### config.mk
export PLATFORM = sky130hd
export DESIGN_NAME = fht_ctrl
export DESIGN_NICKNAME = d
export VERILOG_FILES = /design/src/rtl/core/fht_pkg.sv /design/src/rtl/core/fht_ctrl.sv
export SDC_FILE = /design/constraint.sdc
export NUM_CORES = 1
export LEC_CHECK = 0
export ABC_AREA = 1
export CAP_MARGIN = 25
export CORE_MARGIN = 10
export CORE_UTILIZATION = 35
export DETAILED_ROUTE_END_ITERATION = 8
export DONT_BUFFER_PORTS = 1
export PLACE_DENSITY_LB_ADDON = 0.08
export SKIP_CTS_REPAIR_TIMING = 1
export SLEW_MARGIN = 25
export SYNTH_ARGS = -nofsm -noshare
export SYNTH_HDL_FRONTEND = slang
export SYNTH_SLANG_ARGS = --single-unit
### constraint.sdc
create_clock -name clk -period 2.4 [get_ports clk]
set_input_delay 0.24 -clock clk [delete_from_list [all_inputs] [get_ports clk]]
set_output_delay 0.24 -clock clk [all_outputs]
set_load 0.01 [all_outputs]
### src/rtl/core/fht_pkg.sv
package fht_pkg;

    // Command codes carried in the cmd field
    localparam logic [1:0] OP_LOOKUP = 2'd0;
    localparam logic [1:0] OP_INSERT = 2'd1;
    localparam logic [1:0] OP_EXPIRE = 2'd2;

    // Result status codes
    localparam logic [1:0] STAT_OK   = 2'd0;
    localparam logic [1:0] STAT_MISS = 2'd1;
    localparam logic [1:0] STAT_FULL = 2'd2;

    // Configuration register indexes
    localparam logic REG_ENTRY_LIMIT = 1'b0;
    localparam logic REG_TIMEOUT     = 1'b1;

    localparam logic [10:0] LIMIT_RESET   = 11'd1024;
    localparam logic [30:0] TIMEOUT_RESET = 31'd300;
    localparam logic [31:0] HASH_SEED     = 32'd5381;

    typedef struct packed {
        logic [1:0]  cmd;
        logic [63:0] key_low;
        logic [63:0] key_high;
        logic        mac_present;
        logic [47:0] source_mac;
        logic [31:0] now_time;
    } in_item_t;

    typedef struct packed {
        logic [1:0]  status;
        logic [9:0]  entry_index;
        logic [47:0] entry_mac;
        logic [31:0] entry_created;
        logic [10:0] live_count;
        logic [10:0] removed_count;
    } out_item_t;

    typedef enum logic [3:0] {
        S_CLEAR,
        S_IDLE,
        S_HASH,
        S_MOD,
        S_HEAD,
        S_LOAD,
        S_LK_WALK,
        S_INS_WRITE,
        S_EX_WALK,
        S_DONE
    } fht_state_t;

    // Commands from the controller to the datapath
    typedef struct packed {
        logic load;
        logic step_clr;
        logic hash_step;
        logic mod_step;
        logic head_to_cur;
        logic lk_walk;
        logic ins_write;
        logic ins_full;
        logic ex_walk;
        logic bkt_inc;
        logic out_load;
        logic clr_step;
    } fht_cmd_t;

    // Status from the datapath to the controller
    typedef struct packed {
        logic       hash_last;
        logic       mod_last;
        logic       head_end;
        logic       hit;
        logic       next_end;
        logic       bkt_last;
        logic       full;
        logic       out_free;
        logic       clr_last;
        logic [1:0] op;
    } fht_stat_t;

endpackage

### src/rtl/core/fht_ctrl.sv
module fht_ctrl (
    input  logic              clk,
    input  logic              rst_n,
    input  logic              in_valid,
    input  logic [1:0]        in_op,
    output logic              in_stall,
    input  fht_pkg::fht_stat_t stat,
    output fht_pkg::fht_cmd_t  cmd
);
    import fht_pkg::*;

    fht_state_t state_reg;
    fht_state_t state_next;

    // State register
    always_ff @(posedge clk or negedge rst_n)
    begin
        if (!rst_n)
        begin
            state_reg <= S_CLEAR;
        end
        else
        begin
            state_reg <= state_next;
        end
    end

    // Next state and commands
    always_comb
    begin
        state_next = state_reg;
        cmd        = '0;
        in_stall   = 1'b1;
        unique case (state_reg)
            S_CLEAR:
            begin
                cmd.clr_step = 1'b1;
                if (stat.clr_last)
                begin
                    state_next = S_IDLE;
                end
            end
            S_IDLE:
            begin
                in_stall = 1'b0;
                if (in_valid)
                begin
                    cmd.load = 1'b1;
                    priority if (in_op == OP_LOOKUP || in_op == OP_INSERT)
                    begin
                        state_next = S_HASH;
                    end
                    else if (in_op == OP_EXPIRE)
                    begin
                        state_next = S_HEAD;
                    end
                    else
                    begin
                        state_next = S_DONE;
                    end
                end
            end
            S_HASH:
            begin
                if (stat.op == OP_INSERT && stat.full)
                begin
                    cmd.ins_full = 1'b1;
                    state_next   = S_DONE;
                end
                else
                begin
                    cmd.hash_step = 1'b1;
                    if (stat.hash_last)
                    begin
                        cmd.step_clr = 1'b1;
                        state_next   = S_MOD;
                    end
                end
            end
            S_MOD:
            begin
                cmd.mod_step = 1'b1;
                if (stat.mod_last)
                begin
                    state_next = S_HEAD;
                end
            end
            S_HEAD:
            begin
                if (stat.op == OP_INSERT)
                begin
                    state_next = S_INS_WRITE;
                end
                else
                begin
                    state_next = S_LOAD;
                end
            end
            S_LOAD:
            begin
                cmd.head_to_cur = 1'b1;
                if (stat.op == OP_LOOKUP)
                begin
                    state_next = stat.head_end ? S_DONE : S_LK_WALK;
                end
                else if (!stat.head_end)
                begin
                    state_next = S_EX_WALK;
                end
                else if (stat.bkt_last)
                begin
                    state_next = S_DONE;
                end
                else
                begin
                    cmd.bkt_inc = 1'b1;
                    state_next  = S_HEAD;
                end
            end
            S_LK_WALK:
            begin
                cmd.lk_walk = 1'b1;
                if (stat.hit || stat.next_end)
                begin
                    state_next = S_DONE;
                end
            end
            S_INS_WRITE:
            begin
                cmd.ins_write = 1'b1;
                state_next    = S_DONE;
            end
            S_EX_WALK:
            begin
                cmd.ex_walk = 1'b1;
                if (stat.next_end)
                begin
                    if (stat.bkt_last)
                    begin
                        state_next = S_DONE;
                    end
                    else
                    begin
                        cmd.bkt_inc = 1'b1;
                        state_next  = S_HEAD;
                    end
                end
            end
            S_DONE:
            begin
                if (stat.out_free)
                begin
                    cmd.out_load = 1'b1;
                    state_next   = S_IDLE;
                end
            end
            default:
            begin
                state_next = S_IDLE;
            end
        endcase
    end

endmodule

==> results of run 1 <==
==> routing by layer <==
metal	up-vias	global-route usage
li1	356	-
met1	284	0.121
met2	29	0.168
met3	4	0.0346
met4	0	0.0478
met5	-	0
==> layout make-up <==
type	instances	area, sq um	area share
Clock buffer	3	22.5	0.0330
Inverter	21	78.8	0.116
Multi-Input combinational cell	88	439	0.644
Sequential cell	4	100	0.147
Tap cell	25	31.3	0.0459
Timing Repair Buffer	1	10.0	0.0147
==> worst reg2reg max path: cells and delay by family, from the launching register on <==
family,cells,cell delay [ns]
flip-flops,1,0.48
AND/OR/NAND/NOR,7,0.78
buffers and inverters,1,0.05
==> layout by cell type (no fill, tap or decap) <==
| master | netlist | final |
|---|---|---|
| nand2_4 | 1 | 1 |
| inv_2 | 5 | 5 |
| nand2_2 | 4 | 4 |
| o21ai_0 | 3 | 3 |
| nand2_1 | 33 | 33 |
| dfrtp_1 | 4 | 4 |
| dlygate4sd3_1 | 0 | 1 |
| nor2_4 | 2 | 2 |
| nand3_2 | 3 | 3 |
| inv_1 | 16 | 16 |
| nand3_1 | 10 | 10 |
| o21ai_2 | 1 | 1 |
| clkbuf_4 | 0 | 3 |
| nand4_1 | 2 | 2 |
| nand3b_1 | 4 | 4 |
| nor2_1 | 18 | 18 |
| nor3_1 | 1 | 1 |
| nor2_2 | 6 | 6 |
==> logic make-up after synthesis <==
| group | after synthesis |
|---|---|
| simple gates | 84 |
| buf+inv | 21 |
| flops | 4 |
| compound gates | 4 |
==> per-stage QoR <==
| step | cell area [sq um] | cells | hold WS [ns] | total power, uW |
|---|---|---|---|---|
| 5_1_grt | 682 | 142 | 0.233 | 766 |
| 6_report | 682 | 142 | 0.232 | 691 |
| 4_1_cts | 672 | 141 | -0.304 | 697 |
| 3_5_place_dp | 649 | 138 | -0.0555 | 612 |
| 3_3_place_gp | 649 | 138 | -0.0554 | 610 |
| 2_1_floorplan | 618 | 113 | -0.0556 | 515 |
==> power by group <==
part / internal, uW / switching, uW / total [uW]
registers: 93.5 / 47.1 / 141
logic: 145 / 324 / 469
clock network: 55.8 / 25.7 / 81.6
total: 294 / 397 / 691
==> final timing paths <==
| path | slack [ns] | endpoint | cells after the start | start |
|---|---|---|---|---|
| setup / recovery | 0.65 | cmd[2] | 5 | state_reg[1] |
| hold / removal | 0.23 | state_reg[2] | 3 | stat[7] |
| setup reg to reg | 0.98 | state_reg[3] | 8 | state_reg[1] |
| hold reg to reg | 0.60 | state_reg[3] | 2 | state_reg[3] |
| max in group asynchronous | 1.95 | state_reg[2] | 1 | rst_n |
| min in group asynchronous | 0.28 | state_reg[1] | 1 | rst_n |
==> flow_summary_export.csv, run 1 <==
group,metric,value,unit
synthesis,synthSimpleGateAreaFrac,0.672,
routing,wl_met1,831,um
final_layout,largest_reg_flops,4,
floorplan,initial_utilization,0.362,
routing,final_antenna_net_count,0,
setup_path,cpPeakStageDelay,0.48,ns
floorplan,rows,15,
routing,top_layer,"met4",
routing,met2_length,854,um
setup_path,critPathBufInv,0,
synthesis,synth_ff_type,"dfrtp_1",
status,outcome,"finished, final reports clean",
global_route,grt_util_all_layers,0.104,
timing,fin_setup_tns,0,ns
routing,drcViolationCount,0,
synthesis,netlist_area,618,sq um
final_layout,nFillCells,201,
synthesis,synth-adder-area-share,0,
floorplan,die_h,62.0,um
global_route,grt_max_degree,8,
synthesis,seq_area_frac_synth,0.162,
clock_tree,cts_max_level,1,
timing,fin_skew,0.00467,ns
place,post-place-ws,0.907,ns
floorplan,core-area,1710,sq um
clock_tree,cts_root_buf,"clkbuf_4",
routing,wl,1900,um
floorplan,io_pins,29,
timing,slew_violations,0,
setup_path,required,2.16,ns
setup_path,cp_cell_sequence,"nor2_2 -> nand2_2 -> nor2_1 -> nand2_1 -> o21ai_0",
timing,period_minus_slack,1.75,ns
routing,drtIter0Drc,12,
power_and_ir_drop,p_leak,0.000416,uW
setup_path,critPathCaptureType,"output port",
setup_path,slowest_stage,"dfrtp_1",
run,cap_violations,0,
place,numPortBuffers,0,
synthesis,synth_seq_cells,4,
synthesis,synth_top_family_by_area,"simple AND/OR/NAND/NOR gates",
floorplan,die_w,62.0,um
clock_tree,worst_skew_pair.late_latency,0.23,ns
synthesis,synth_top_cell_area_share,0.200,
synthesis,synth_xor_area_frac,0,
synthesis,synth.area.top_cells,"nand2_1, dfrtp_1, nor2_1",
synthesis,syn_nets,129,
place,dp_hpwl,1640,um
synthesis,async_flop_share,1.00,
synthesis,yosysMostFrequentCell,"nand2_1",
final_layout,postLayoutCoreUtil,0.399,
routing,vias_per_cell,4.74,
timing,rsz0062_at_grt,"no",
floorplan,die_area,3850,sq um
timing,tightest_slew,0.409,ns
final_layout,n_antenna_cell,0,
routing,dr_wl_met3,170,um
global_route,antenna_found_initial,0,
synthesis,synthMuxAreaShare,0,
timing,clock.fmax,571,MHz
synthesis,yosysWarnings,0,
clock_tree,cts_sinks,4,
clock_tree,cts.clk_slew.worst_paths,0.04,ns
power_and_ir_drop,power.density,1010,nW/um^2
global_route,first_global_vias,717,
synthesis,synth_compound_area_frac,0.0385,
synthesis,ys_top_cells_by_count,"nand2_1, nor2_1, inv_1, nand3_1, nor2_2",
final_layout,area_growth,10.3,%
setup_path,crit_family,"simple AND/OR/NAND/NOR gates",
place,gp_congestion,0.854,
synthesis,synth_cells,113,
timing,worst_slack,0.649,ns
setup_path,arrival,1.51,ns
timing,hold_viol,0,
routing,routedWlPerCell,13.4,um
worst_hold_path,hold_path_class,"in -> reg",
timing,fin_crit_sh,0.730,
power_and_ir_drop,ir_drop,376,uV
final_layout,layout-drive-gt1-share,0.214,
synthesis,synth_edf_count,0,
synthesis,yosysTopAreaCell,"nand2_1",
final_layout,layout.nets,135,
routing,first_pass_iters,4,
clock_tree,tritoncts,"done",
setup_path,crit_type,"reg -> out",
synthesis,syn_area_per_cell,5.47,sq um
setup_path,start_kind,"flip-flop",
timing,setup_violations,0,
clock_tree,clockBufferDepth,2,
synthesis,synth.distinct_cells,16,
setup_path,worstPathMaxFanout,7,
clock_tree,numCtsBuffers,3,
routing,vias,673,
global_route,grt_pass1_wl,3020,um
global_route,overflow,0,
timing,maxSlewHeadroom,0.725,
Note: power is estimated with default switching activity, not from simulation.
==> run 2: changes to the inputs <==
clock period = 1.4 ns   (was 2.4 ns; I/O delays follow)
==> flow_summary_export.csv, run 2 (synthesis results as in run 1) <==
group,metric,value,unit
floorplan,die_h,62.0,um
final_layout,layout.nets,153,
final_layout,area_growth,46.6,%
final_layout,largest_reg_flops,4,
clock_tree,cts_root_buf,"clkbuf_4",
timing,fin_skew,0.00742,ns
clock_tree,tritoncts,"done",
setup_path,worstPathMaxFanout,5,
clock_tree,cts_sinks,4,
place,post-place-ws,0.0135,ns
routing,vias,766,
status,outcome,"finished, violations left",
timing,fin_crit_sh,1.05,
setup_path,crit_path_frequent_cell,"nor2_4",
power_and_ir_drop,power,1640,uW
floorplan,core-area,1710,sq um
final_layout,n_antenna_cell,0,
power_and_ir_drop,power.density,1810,nW/um^2
power_and_ir_drop,p_leak,0.000516,uW
final_layout,layout-drive-gt1-share,0.444,
global_route,grt_pass1_wl,3130,um
routing,vias_per_cell,4.79,
floorplan,rows,15,
routing,routedWlPerCell,13.4,um
routing,wl,2150,um
setup_path,slowest_stage,"dfrtp_2",
routing,final_antenna_net_count,0,
floorplan,initial_utilization,0.362,
place,dp_hpwl,1690,um
clock_tree,cts.clk_slew.worst_paths,0.04,ns
floorplan,io_pins,29,
status,violations,"setup timing",
timing,fin_setup_tns,-0.269,ns
setup_path,critPathCaptureType,"output port",
setup_path,cp_cell_sequence,"nor2_4 -> nand2_4 -> nor2_4 -> nand2_1 -> o21ai_1 -> buf_4",
setup_path,crit_family,"flip-flops",
clock_tree,worst_skew_pair.late_latency,0.24,ns
setup_path,start_kind,"flip-flop",
routing,first_pass_iters,4,
run,cap_violations,0,
timing,tightest_slew,0.342,ns
timing,rsz0062_at_grt,"yes",
routing,drtIter0Drc,13,
timing,maxSlewHeadroom,0.770,
place,numPortBuffers,0,
place,gp_congestion,0.850,
timing,hold_viol,0,
timing,slew_violations,0,
worst_hold_path,hold_path_class,"in -> reg",
timing,clock.fmax,681,MHz
global_route,grt_max_degree,7,
setup_path,arrival,1.33,ns
routing,drcViolationCount,0,
final_layout,mostFrequentLayoutCells,"nand2_1, buf_4, inv_1",
final_layout,postLayoutCoreUtil,0.530,
setup_path,cpPeakStageDelay,0.46,ns
clock_tree,numCtsBuffers,3,
final_layout,layout_commonest_cell,"nand2_1",
timing,period_minus_slack,1.47,ns
global_route,overflow,0,
timing,setup_violations,8,
timing,worst_slack,-0.0692,ns
global_route,antenna_found_initial,0,
clock_tree,clockBufferDepth,2,
setup_path,crit_type,"reg -> out",
power_and_ir_drop,ir_drop,901,uV
global_route,grt_util_all_layers,0.111,
setup_path,critPathBufInv,1,
global_route,first_global_vias,717,
floorplan,die_area,3850,sq um
setup_path,required,1.26,ns
floorplan,die_w,62.0,um
clock_tree,cts_max_level,1,
==> run 2: cell count changes in the layout (fill, tap and decap cells not counted), sizes merged <==
cell | previous run | this run
buf | 0 | 18
==> run 2: final cells by class <==
type | count | area (sq um)
Clock buffer | 3 | 22.5
Fill cell | 172 | 802
Inverter | 21 | 78.8
Multi-Input combinational cell | 88 | 512
Sequential cell | 4 | 105
Tap cell | 25 | 31.3
Timing Repair Buffer | 19 | 156
==> run 2: stage by stage <==
stage                     cell area [sq um]  cells  hold WS, ns
after global routing                    906    160        0.136
after CTS                               739    150       -0.411
after global placement                  717    147       -0.155
after floorplan                         618    113       -0.156
final                                   906    160        0.138
after detailed placement                717    147       -0.155
==> run 2: power breakdown <==
part | total (uW) | internal, uW | switching (uW)
Combinational | 1220 | 533 | 691
Clock | 145 | 96.0 | 49.1
Sequential | 271 | 169 | 102
==> run 2: metal layers <==
layer	global-route usage	up-vias	part of all wire
li1	-	393	-
met1	0.129	345	0.40
met2	0.171	26	0.50
met3	0.0447	2	0.090
met4	0.0573	0	0.0065
met5	0	-	0
==> run 2: final timing paths <==
kind / startpoint / endpoint / slack [ns] / cells after the start
setup / recovery: state_reg[0] / cmd[2] / -0.07 / 6
hold reg to reg: state_reg[0] / state_reg[0] / 0.61 / 2
hold / removal: stat[7] / state_reg[2] / 0.14 / 3
setup reg to reg: state_reg[0] / state_reg[0] / -0.02 / 10
min in group asynchronous: rst_n / state_reg[0] / 0.18 / 1
max in group asynchronous: rst_n / state_reg[3] / 1.02 / 1
==> run 2: worst register-to-register path: cells and delay by family, from the launching register on <==
kind            cells  cell delay [ns]
buf+inv             3             0.31
simple gates        6             0.51
flops               1             0.46
compound gates      1             0.07
==> run 3: changes to the inputs <==
SKIP_CTS_REPAIR_TIMING = not set   (was 1)
==> flow_summary_export.csv, run 3 (synthesis results as in run 1) <==
group,metric,value,unit
floorplan,core-area,1710,sq um
setup_path,worstPathMaxFanout,5,
timing,rsz0062_at_grt,"yes",
setup_path,rr_endpoint,"state_reg[2]",
worst_hold_path,hold_path_class,"in -> reg",
timing,fin_setup_tns,-0.206,ns
final_layout,area_growth,42.5,%
timing,maxSlewHeadroom,0.773,
clock_tree,cts_max_level,1,
final_layout,postLayoutCoreUtil,0.516,
final_layout,n_antenna_cell,0,
final_layout,largest_reg_flops,4,
power_and_ir_drop,ir_drop,949,uV
floorplan,rows,15,
clock_tree,clockBufferDepth,2,
final_layout,layout-drive-gt1-share,0.432,
clock_tree,cts_sinks,4,
timing,slew_violations,0,
routing,drtIter0Drc,12,
routing,vias,749,
timing,period_minus_slack,1.46,ns
timing,fin_skew,0.00795,ns
final_layout,layout.nets,150,
place,dp_hpwl,1690,um
power_and_ir_drop,power,1570,uW
floorplan,io_pins,29,
status,violations,"setup timing",
timing,setup_violations,7,
status,outcome,"finished, violations left",
worst_hold_path,whs_path_depth,3,
floorplan,initial_utilization,0.362,
setup_path,start_kind,"flip-flop",
global_route,first_global_vias,764,
setup_path,rr_worst_depth,10,
timing,fin_crit_sh,1.04,
global_route,grt_max_degree,7,
place,gp_congestion,0.850,
place,numPortBuffers,0,
clock_tree,cts.clk_slew.worst_paths,0.04,ns
routing,vias_per_cell,4.77,
clock_tree,worst_skew_pair.late_latency,0.24,ns
global_route,overflow,0,
worst_hold_path,hp-start,"stat[7]",
clock_tree,numCtsBuffers,3,
floorplan,die_h,62.0,um
global_route,antenna_found_initial,0,
timing,worst_slack,-0.0603,ns
place,numPlacedInstances,147,
final_layout,final-instance-count-excl-fill,157,
routing,drcViolationCount,0,
power_and_ir_drop,p_leak,0.000501,uW
final_layout,layout_commonest_cell,"nand2_1",
clock_tree,tritoncts,"done",
floorplan,die_area,3850,sq um
timing,tightest_slew,0.337,ns
routing,final_antenna_net_count,0,
setup_path,r2r_start,"state_reg[0]",
setup_path,arrival,1.32,ns
routing,first_pass_iters,6,
routing,wl,2100,um
setup_path,reg2reg_setup_slack,-0.01,ns
place,post-place-ws,0.0135,ns
final_layout,mostFrequentLayoutCells,"nand2_1, inv_1, buf_4",
timing,clock.fmax,685,MHz
setup_path,crit_type,"reg -> out",
setup_path,critPathCaptureType,"output port",
timing,hold_viol,0,
clock_tree,cts_root_buf,"clkbuf_4",
floorplan,die_w,62.0,um
worst_hold_path,min_to,"state_reg[2]",
global_route,grt_util_all_layers,0.117,
routing,routedWlPerCell,13.4,um
global_route,grt_pass1_wl,3290,um
run,cap_violations,0,
setup_path,required,1.26,ns
power_and_ir_drop,power.density,1780,nW/um^2
run 3: cell count changes in the layout (fill, tap and decap cells not counted):
cell and delta:
buf_4 -1, inv_4 +1, nand2_4 +1, inv_2 -1, nand3_2 -1, nand3_1 +1, buf_6 -2, nand2_1 -1
run 3: what timing repair did:
action / CTS / global route
resized for setup: 16 / 13
setup endpoints to repair: 10 / 12
pin swaps: 3 / 5
cloned: 0 / 0
hold endpoints to repair: 4 / 0
hold buffers: 1 / 0
buffers inserted: 3 / 3
run 3: power by group:
group          total, uW  internal, uW  switching (uW)
Combinational       1160           481             683
Sequential           264           169            94.9
Clock                145          96.0            49.0
run 3: critical path, stage by stage, from the launching register on:
cell and delay, ns:
dfrtp_2 0.46, buf_4 0.17, nor2_4 0.10, nand2_1 0.08, nor2_2 0.13, buf_4 0.14
run 3: area by class of cell:
| cell class | instances | area, sq um |
|---|---|---|
| fillers | 179 | 827 |
| clock buffers | 3 | 22.5 |
| flip-flops and latches | 4 | 105 |
| inverters | 21 | 81.3 |
| multi-input cells | 88 | 514 |
| repair buffers | 16 | 126 |
| well taps | 25 | 31.3 |
run 3: routing by layer:
metal,GRT usage,share of wire
met1,0.128,0.42
met4,0.0573,0.012
met3,0.0447,0.075
met5,0,0
met2,0.193,0.49
run 3: worst max-delay path by stage:
stage,slack (ns),cells after the start,to,start
after detailed placement,0.01,8,state_reg[1],state_reg[0]
after CTS,-0.08,5,cmd[2],state_reg[0]
after global routing,-0.13,5,cmd[2],state_reg[0]
after floorplan,0.18,5,cmd[2],state_reg[1]
final,-0.06,5,cmd[4],state_reg[0]
after global placement,0.02,8,state_reg[0],state_reg[0]
run 3: metrics by stage:
step	hold WS, ns	cell area, sq um
2_1_floorplan	-0.156	618
3_3_place_gp	-0.155	717
3_5_place_dp	-0.155	717
4_1_cts	0.137	815
5_1_grt	0.135	881
6_report	0.135	881
